File: config.mk
export PLATFORM = sky130hd
export DESIGN_NAME = k_smallest_selector
export DESIGN_NICKNAME = d
export VERILOG_FILES = /design/src/hw/rtl/ksel_pkg.sv /design/src/hw/rtl/ksel_cell.sv /design/src/hw/rtl/k_smallest_selector.sv
export SDC_FILE = /design/constraint.sdc
export NUM_CORES = 2
export LEC_CHECK = 0
export BUFFER_PORTS_ARGS = -buffer_cell sky130_fd_sc_hd__buf_4
export CORE_AREA = 2 2 259 261
export CTS_BUF_LIST = sky130_fd_sc_hd__clkbuf_2
export DETAILED_ROUTE_END_ITERATION = 7
export DIE_AREA = 0 0 261 263
export GPL_ROUTABILITY_DRIVEN = 0
export PLACE_DENSITY_LB_ADDON = 0.08
export SLEW_MARGIN = 10
export SYNTH_ARGS = -nofsm -noshare
export SYNTH_HDL_FRONTEND = slang
export SYNTH_SLANG_ARGS = --single-unit
File: constraint.sdc
create_clock -name clk -period 6.7 [get_ports clk]
set_clock_uncertainty 0.2 [all_clocks]
set_input_delay 0.335 -clock clk [delete_from_list [all_inputs] [get_ports clk]]
set_output_delay 0.335 -clock clk [all_outputs]
set_load 0.05 [all_outputs]
File: src/hw/rtl/ksel_pkg.sv
package ksel_pkg;

  localparam int unsigned KEY_W    = 32;
  localparam int unsigned WANTED_W = 5;
  localparam logic [WANTED_W-1:0] WANTED_RESET = 5'd5;

  // Operation broadcast to all cells of the chain in the same cycle.
  typedef enum logic [1:0] {
    CELL_HOLD,
    CELL_INSERT,
    CELL_SHIFT,
    CELL_CLEAR
  } cell_op_t;

  typedef struct packed {
    cell_op_t         op;
    logic [KEY_W-1:0] key;
  } cell_ctrl_t;

  typedef enum logic {
    ST_LOAD,
    ST_DRAIN
  } sel_state_t;

endpackage

File: src/hw/rtl/ksel_cell.sv
module ksel_cell (
  input  logic                       clk,
  input  logic                       rst,
  input  ksel_pkg::cell_ctrl_t       ctrl,
  input  logic [ksel_pkg::KEY_W-1:0] left_key,
  input  logic                       left_valid,
  input  logic                       left_le,
  input  logic [ksel_pkg::KEY_W-1:0] right_key,
  input  logic                       right_valid,
  output logic [ksel_pkg::KEY_W-1:0] key,
  output logic                       valid,
  output logic                       le
);

  logic [ksel_pkg::KEY_W-1:0] key_next;
  logic                       valid_next;

  // True when this entry stays ahead of the broadcast key (equal keys stay ahead).
  assign le = valid && (key <= ctrl.key);

  always_comb begin
    key_next   = key;
    valid_next = valid;
    case (ctrl.op)
      ksel_pkg::CELL_INSERT: begin
        if (!le) begin
          if (left_le) begin
            key_next   = ctrl.key;
            valid_next = 1'b1;
          end else begin
            // Take the left neighbor's entry; cells past the end of the kept entries stay empty.
            key_next   = left_key;
            valid_next = left_valid;
          end
        end
      end
      ksel_pkg::CELL_SHIFT: begin
        key_next   = right_key;
        valid_next = right_valid;
      end
      ksel_pkg::CELL_CLEAR: begin
        valid_next = 1'b0;
      end
      default: begin
        key_next   = key;
        valid_next = valid;
      end
    endcase
  end

  always_ff @(posedge clk) begin
    key <= key_next;
    if (rst) begin
      valid <= 1'b0;
    end else begin
      valid <= valid_next;
    end
  end

endmodule

File: src/hw/rtl/k_smallest_selector.sv
// Keeps the smallest MAX_KEEP price keys of a set in a sorted chain of cells and, on the
// last item of the set, streams out the smallest min(wanted, kept) keys in ascending order
// with tlast on the final one. Keys are 32-bit unsigned values whose unsigned order is the
// price order. Prices are taken one per cycle while loading: every cell compares the new
// key against its own entry in the same cycle and either keeps its entry, takes the new
// key, or takes its left neighbor's entry. After the item marked tlast, input is held off
// while the results drain out of the head of the chain, one per output transfer, and the
// chain is then cleared before loading starts again. Keys beyond MAX_KEEP that are not
// smaller than the largest kept key are dropped. Equal keys are kept as separate entries,
// the newer one after the older. The wanted register may be written only while the block
// is idle.
module k_smallest_selector #(
  parameter int unsigned MAX_KEEP = 16
) (
  input  logic                          clk,
  input  logic                          rst,
  // Input stream.
  input  logic                          s_tvalid,
  output logic                          s_tready,
  input  logic [ksel_pkg::KEY_W-1:0]    s_tdata,   // [31:0] price_key
  input  logic                          s_tlast,   // set_end
  // Result stream.
  output logic                          m_tvalid,
  input  logic                          m_tready,
  output logic [ksel_pkg::KEY_W-1:0]    m_tdata,   // [31:0] out_price_key
  output logic                          m_tlast,   // out_last
  // Configuration: the wanted register.
  input  logic                          cfg_valid,
  output logic                          cfg_ready,
  input  logic [ksel_pkg::WANTED_W-1:0] cfg_data
);

  localparam int unsigned CNT_W = $clog2(MAX_KEEP + 1);
  localparam int unsigned CMP_W = (CNT_W > ksel_pkg::WANTED_W) ? CNT_W : ksel_pkg::WANTED_W;

  ksel_pkg::sel_state_t state, state_next;
  ksel_pkg::cell_ctrl_t ctrl;

  logic [ksel_pkg::WANTED_W-1:0] wanted;
  logic [CNT_W-1:0]              kept_count;
  logic [CNT_W-1:0]              count_ins;
  logic [CNT_W-1:0]              remaining;
  logic [CMP_W-1:0]              wanted_ext;
  logic [CMP_W-1:0]              count_ext;

  logic [ksel_pkg::KEY_W-1:0] cell_key   [MAX_KEEP];
  logic                       cell_valid [MAX_KEEP];
  logic                       cell_le    [MAX_KEEP];

  logic in_xfer;
  logic out_xfer;

  assign cfg_ready = 1'b1;
  assign in_xfer   = s_tvalid && s_tready;
  assign out_xfer  = m_tvalid && m_tready;

  // Count after the incoming key has gone in; the store saturates at MAX_KEEP.
  assign count_ins  = (kept_count < CNT_W'(MAX_KEEP)) ? kept_count + 1'b1 : kept_count;
  assign wanted_ext = CMP_W'(wanted);
  assign count_ext  = CMP_W'(count_ins);

  // The head of the chain is the output register.
  assign m_tdata = cell_key[0];
  assign m_tlast = (remaining == CNT_W'(1));

  // Next-state logic.
  always_comb begin
    state_next = state;
    unique case (state)
      ksel_pkg::ST_LOAD: begin
        if (in_xfer && s_tlast) begin
          state_next = ksel_pkg::ST_DRAIN;
        end
      end
      ksel_pkg::ST_DRAIN: begin
        if (remaining == '0) begin
          state_next = ksel_pkg::ST_LOAD;
        end
      end
      default: begin
        state_next = ksel_pkg::ST_LOAD;
      end
    endcase
  end

  // Outputs and the command broadcast to the cells.
  always_comb begin
    s_tready = 1'b0;
    m_tvalid = 1'b0;
    ctrl.op  = ksel_pkg::CELL_HOLD;
    ctrl.key = s_tdata;
    unique case (state)
      ksel_pkg::ST_LOAD: begin
        s_tready = 1'b1;
        if (s_tvalid) begin
          ctrl.op = ksel_pkg::CELL_INSERT;
        end
      end
      ksel_pkg::ST_DRAIN: begin
        if (remaining == '0) begin
          ctrl.op = ksel_pkg::CELL_CLEAR;
        end else begin
          m_tvalid = 1'b1;
          if (m_tready) begin
            ctrl.op = ksel_pkg::CELL_SHIFT;
          end
        end
      end
      default: begin
        ctrl.op = ksel_pkg::CELL_HOLD;
      end
    endcase
  end

  always_ff @(posedge clk) begin
    if (rst) begin
      state      <= ksel_pkg::ST_LOAD;
      wanted     <= ksel_pkg::WANTED_RESET;
      kept_count <= '0;
      remaining  <= '0;
    end else begin
      state <= state_next;
      if (cfg_valid && cfg_ready) begin
        wanted <= cfg_data;
      end
      if (in_xfer) begin
        kept_count <= count_ins;
        if (s_tlast) begin
          // Number of results for this set: the smaller of wanted and the kept count.
          remaining <= (wanted_ext < count_ext) ? CNT_W'(wanted) : count_ins;
        end
      end else if (state == ksel_pkg::ST_DRAIN && remaining == '0) begin
        kept_count <= '0;
      end else if (out_xfer) begin
        remaining <= remaining - 1'b1;
      end
    end
  end

  // The chain: cell 0 holds the smallest key. Inserts move entries toward the tail,
  // draining moves them toward the head.
  for (genvar i = 0; i < MAX_KEEP; i++) begin : g_cell
    logic [ksel_pkg::KEY_W-1:0] left_key;
    logic                       left_valid;
    logic                       left_le;
    logic [ksel_pkg::KEY_W-1:0] right_key;
    logic                       right_valid;

    if (i == 0) begin : g_head
      assign left_key   = '0;
      assign left_valid = 1'b1;
      assign left_le    = 1'b1;
    end else begin : g_body
      assign left_key   = cell_key[i-1];
      assign left_valid = cell_valid[i-1];
      assign left_le    = cell_le[i-1];
    end

    if (i == MAX_KEEP - 1) begin : g_tail
      assign right_key   = '0;
      assign right_valid = 1'b0;
    end else begin : g_inner
      assign right_key   = cell_key[i+1];
      assign right_valid = cell_valid[i+1];
    end

    ksel_cell u_cell (
      .clk         (clk),
      .rst         (rst),
      .ctrl        (ctrl),
      .left_key    (left_key),
      .left_valid  (left_valid),
      .left_le     (left_le),
      .right_key   (right_key),
      .right_valid (right_valid),
      .key         (cell_key[i]),
      .valid       (cell_valid[i]),
      .le          (cell_le[i])
    );
  end

endmodule

== Word level (Yosys, flattened, before mapping) ==
Index checks and enable logic that the tools add are counted.
Widths: inputs -> output; s select.
Storage, ports and cells
  bits in registers: 544
  input port bits: 43
  output and inout port bits: 36
  logic and storage cells: 250
Cells by class
  $add $sub $neg: 2
  $lt $le $gt $ge: 18
  equality and inequality tests: 22
  multiplexer cells: 111
  bitwise gates (word level): 1
  reductions and logical operators: 60
Operator list (number)
  $pmux 32 s2: 16
  $mux 32: 31
  $le 32x32->1: 16
  $reduce_and 2->1: 32
  $pmux 1 s3: 15
  $mux 5: 8
  $mux 1: 36
  $ne 2x2->1 const B: 18
  $logic_and 1x1->1: 20
  $reduce_bool 2->1: 4
  $add 5x1->5 const B: 1
  $eq 5x1->1 const B: 1
  $logic_not 5->1: 1
  $lt 5x5->1: 1
  $lt 5x5->1 const B: 1
  $sub 5x1->5 const B: 1
  $eq 2x2->1 const B: 2
  $mux 2: 2
  $pmux 1 s2: 2
  $pmux 2 s2: 1
  $reduce_and 3->1: 1
  $reduce_bool 3->1: 1
  $eq 2x1->1 const B: 1
  $reduce_or 2->1: 1
  $not 1->1: 1

== Depth between registers and ports, before layout ==
  depth after elaboration: 7
  depth in mapped cells: 12
  gate-level depth less buffers: 11

== Cells and area by module ==
Synthesis repeated with hierarchy kept, for this count alone.
Unflattened totals
  cells, all modules: 4401
  area total of the unflattened synthesis: 41367.2 um2
By module, submodules not included
  ksel_cell: times used 16, cells an instance 267, area an instance 2517.4 um2, sequential area each 980.9 um2
  k_smallest_selector: times used 1, cells an instance 129, area an instance 1088.5 um2, sequential area each 320.3 um2

== Worst setup path before layout ==
No wires, ideal clock.
  path kind: input -> register
  from: input port s_tdata[31] (netlist bit)
  to: register g_cell[13].u_cell.key[0] (netlist bit), enable pin
  setup time: 0.466 ns
  arrival time: 4.720 ns
  data required time: 6.034 ns
  path slack: 1.315 ns
  stages on the path: 11
  buffers on the path: 3
  path through: clkbuf_1 inv_1 ha_1 and4_1 nand2_1 or3_1 o21ai_0 a22oi_1 buf_2 buf_4 o21ai_0
On the way
  longest elaborated chain between the ends: 4
Ends and longest elaborated chain
  from (decl): line k_smallest_selector.sv:20  | input logic [ksel_pkg::KEY_W-1:0] s_tdata,
  $le 32x32->1: line ksel_cell.sv:19  | assign le = valid && (key <= ctrl.key);
  $logic_and 1x1->1: line ksel_cell.sv:19
  $ne 2x2->1 (no source line)
  $reduce_and 2->1 (no source line)
  to (signal assigned): line ksel_cell.sv:52  | key <= key_next;
  to (decl): line ksel_cell.sv:10  | output logic [ksel_pkg::KEY_W-1:0] key,
No other way between the ends.
A chain may end at the register's enable or synchronous reset.

== Worst setup path in the final report ==
  from: input port s_tdata[6] (netlist bit)
  to: register g_cell[14].u_cell.key[15] (netlist bit), enable pin
On the way
  longest elaborated chain between the ends: 4
Ends and longest elaborated chain (line)
  $le 32x32->1: ksel_cell.sv:19
  $logic_and 1x1->1: ksel_cell.sv:19
  $ne 2x2->1 (no source line)
  $reduce_and 2->1 (no source line)
  to (signal assigned): ksel_cell.sv:52
  to (decl): ksel_cell.sv:10
No other way between the ends.

==> reports/metrics.yaml <==
clock_network:
  cts.path.max_buffers: 3
  cts-root-buf: "clkbuf_2"
  clock_sinks: 544
  post-cts-setup-buffers: 0
  cts_buffers: 153
  clk_latency_ns: 1.41
  cts_tree: "built"
  htree_levels: 4
  path_clk_slew_ns: 0.11
final_layout:
  syn2layout_area_growth_pct: 9.16
  multi_input_area_mm2: 0.0219
  num-nets-final: 4577
  design_area_mm2: 0.0428
  mostFrequentLayoutCells: "ha_1 (519), edfxtp_1 (512), mux2i_1 (486)"
  final_common_cell: "ha_1"
  post_layout_nonfiller_instances: 5010
  nFillCells: 5260
  drive_gt1_frac: 0.111
  seq_area_mm2: 0.0160
sta:
  tightest_slew_ns: 1.25
  post-route-period-util: 0.709
  rsz0062_at_grt: "false"
  max_freq_ghz: 0.210
  setup_violations: 0
  fin_ws_ns: 1.95
  hold_violations: 0
  tns_ns: 0
  slew_headroom: 0.166
  period_minus_slack_ns: 4.75
  drv_slew: 0
synthesis:
  syn_avg_cell_area_um2: 10.2
  ys_seq_area_frac: 0.408
  synth_cell_type_count: 67
  synth_warnings: 0
  ys_seq_elements: 544
  synth_edf_count: 512
  synth-main-ff-cell: "edfxtp_1"
  synth_compound_area_frac: 0.140
  synth_top_family_by_area: "adder cells"
  netlist_instances: 3840
  yosys.area_share.simple: 0.122
  synth_mux_area_frac: 0.125
  syn-cell-area_mm2: 0.0392
  async_flop_share: 0
  synth_fp_nets: 4402
  synth_xor_area_frac: 0.000670
  synth-adder-area-share: 0.166
global_route:
  antenna_found_initial: 6
  grt_max_degree: 203
  overflow: 0
  track_usage: 0.384
  grt_pass1_vias: 32800
  grt_pass1_wl_mm: 198
routing:
  drt_pass1_iterations: 6
  routed.top_layer: "met5"
  drtIter0Drc: 4788
  ant_nets: 0
  wl_met1_mm: 54.1
  viasPerCell: 6.66
  post_drt_wl_per_cell_um: 26.6
  vias: 33400
  routed_wl_mm: 133
  post-route-drc-count: 0
  dr_wl_met2_mm: 55.6
  met3_length_mm: 17.5
power_and_ir_drop:
  switching_share: 0.390
  p_comb_frac: 0.317
  power_density_mw_per_mm2: 273
  vdd_ir_drop_max_mv: 0.144
  p_switching_mw: 4.56
  intPower_mw: 7.14
  clock_power_share: 0.221
  share_seq_of_total_power: 0.461
  p_leak_nw: 17.0
floorplanning:
  ioPinCount: 79
  die_y_um: 263
  die-area_mm2: 0.0686
  dieWidth_um: 261
  core_mm2: 0.0656
  rows: 94
  initial_core_util: 0.598
placement:
  place_inst: 4621
  io_buffers: 77
  place_area_mm2: 0.0404
  dp_worst_setup_slack_ns: 1.61
  dp_hpwl_mm: 92.6
critical_path:
  startpoint_type: "input port"
  critical_path_class: "input port to flip-flop"
  cp.arrival_ns: 5.61
  crit_path_end_kind: "flip-flop"
  crit_required_ns: 7.56
  worstPathMaxFanout: 17
job:
  drv_cap: 0
worst_hold_path:
  hold_class: "input port to flip-flop"
outcome:
  status: "complete, no violations"
[cell families after synthesis]
| group | Yosys count |
|---|---|
| AOI/OAI and AO/OA | 962 |
| xor gates and xnor gates | 3 |
| adders and majority gates | 519 |
| buffers and inverters | 288 |
| DFF | 544 |
| muxes | 488 |
| other | 1 |
| and+or+nand+nor | 1035 |
[final timing paths]
check	startpoint	end	slack, ns	cells past startpoint
max	s_tdata[6]	g_cell[14].u_cell.key[15]	1.95	13
max reg2reg	g_cell[14].u_cell.key[11]	g_cell[14].u_cell.key[15]	2.22	9
min	cfg_valid	wanted[0]	0.17	4
min reg2reg	remaining[1]	remaining[1]	0.33	2
[final cells by class]
type / count / area share
multi-input combinational: 3008 / 0.512
sequential: 544 / 0.374
timing repair buffer: 233 / 0.0486
clock buffer: 244 / 0.0285
tap: 864 / 0.0252
inverter: 75 / 0.00657
clock inverter: 33 / 0.00418
antenna: 9 / 0.000526
[power by group through the flow]
stage / clock [mW] / combinational (mW) / sequential (mW)
3_5_place_dp: 0 / 3.56 / 5.41
2_1_floorplan: 0 / 2.51 / 5.15
5_1_grt: 2.77 / 4.06 / 5.43
4_1_cts: 2.59 / 3.63 / 5.34
6_report: 2.59 / 3.71 / 5.40
3_3_place_gp: 0 / 3.34 / 5.40
[critical path: stages]
cell and delay (ns):
dlygate4sd3_1 0.53, dlygate4sd3_1 0.60, buf_4 0.21, inv_1 0.72, ha_1 0.29, nand4_1 0.11
nor3_1 0.63, o21ai_0 0.32, o211ai_1 0.35, a211oi_1 0.27, a31oi_4 0.20, a21o_1 0.79
buf_12 0.26
[repair_timing]
action / 4_1_cts / 5_1_grt
resized for setup: 0 / 0
hold buffers: 103 / 0
endpoints found under the hold margin: 786 / 0
[through the flow]
step	power (mW)	hold slack, ns	utilization
2_1_floorplan	7.66	0.246	-
3_3_place_gp	8.75	0.294	0.615
3_5_place_dp	8.97	0.305	0.615
4_1_cts	11.6	0.0896	0.652
5_1_grt	12.3	0.167	0.652
6_report	11.7	0.171	0.652
[registers in the layout, indices dropped and copies added, names as in the netlist]
signal	flops
wanted	5
g_cell.u_cell.valid	16
remaining	5
kept_count	5
state	1
g_cell.u_cell.key	512
[cells in the mapped netlist (5+ instances only)]
cell       instances  area (µm²)
a211oi_1          22         165
a21o_1            42         315
a21oi_1          482        2410
a221o_1            7        70.1
a221oi_1          13         114
a22oi_1           18         135
a311oi_4           6         158
a31oi_1           12        75.1
and4_1            25         219
buf_1              7        26.3
buf_2             22         110
buf_4             17         128
buf_6             44         495
clkbuf_1         123         462
dfxtp_1           32         641
edfxtp_1         512       15400
ha_1             519        6490
inv_1             75         282
mux2i_1          486        4860
nand2_1          468        1760
nand2b_1           8        50.1
nand3_1           44         220
nand3_2            6        60.1
nand4_1           80         500
nand4_2            6        75.1
nand4_4            6         128
nor2_1           316        1190
nor2b_1           14        87.6
nor3_1            18        90.1
nor3b_1            7        52.6
nor4_1            11        68.8
nor4_4             6         128
o2111ai_1          7        61.3
o211a_1            7        70.1
o211ai_1           8        60.1
o21a_1             7        52.6
o21ai_0          296        1480
o21ai_1            5        25.0
o31a_4             6         105
o41ai_1            5        43.8
[metal layers]
layer | vias up | GRT usage
met5 | - | 0
met4 | 2 | 0.165
met3 | 392 | 0.0930
met2 | 2163 | 0.550
met1 | 15900 | 0.552
li1 | 14900 | -
No activity file was read; power rests on OpenSTA's default activity.
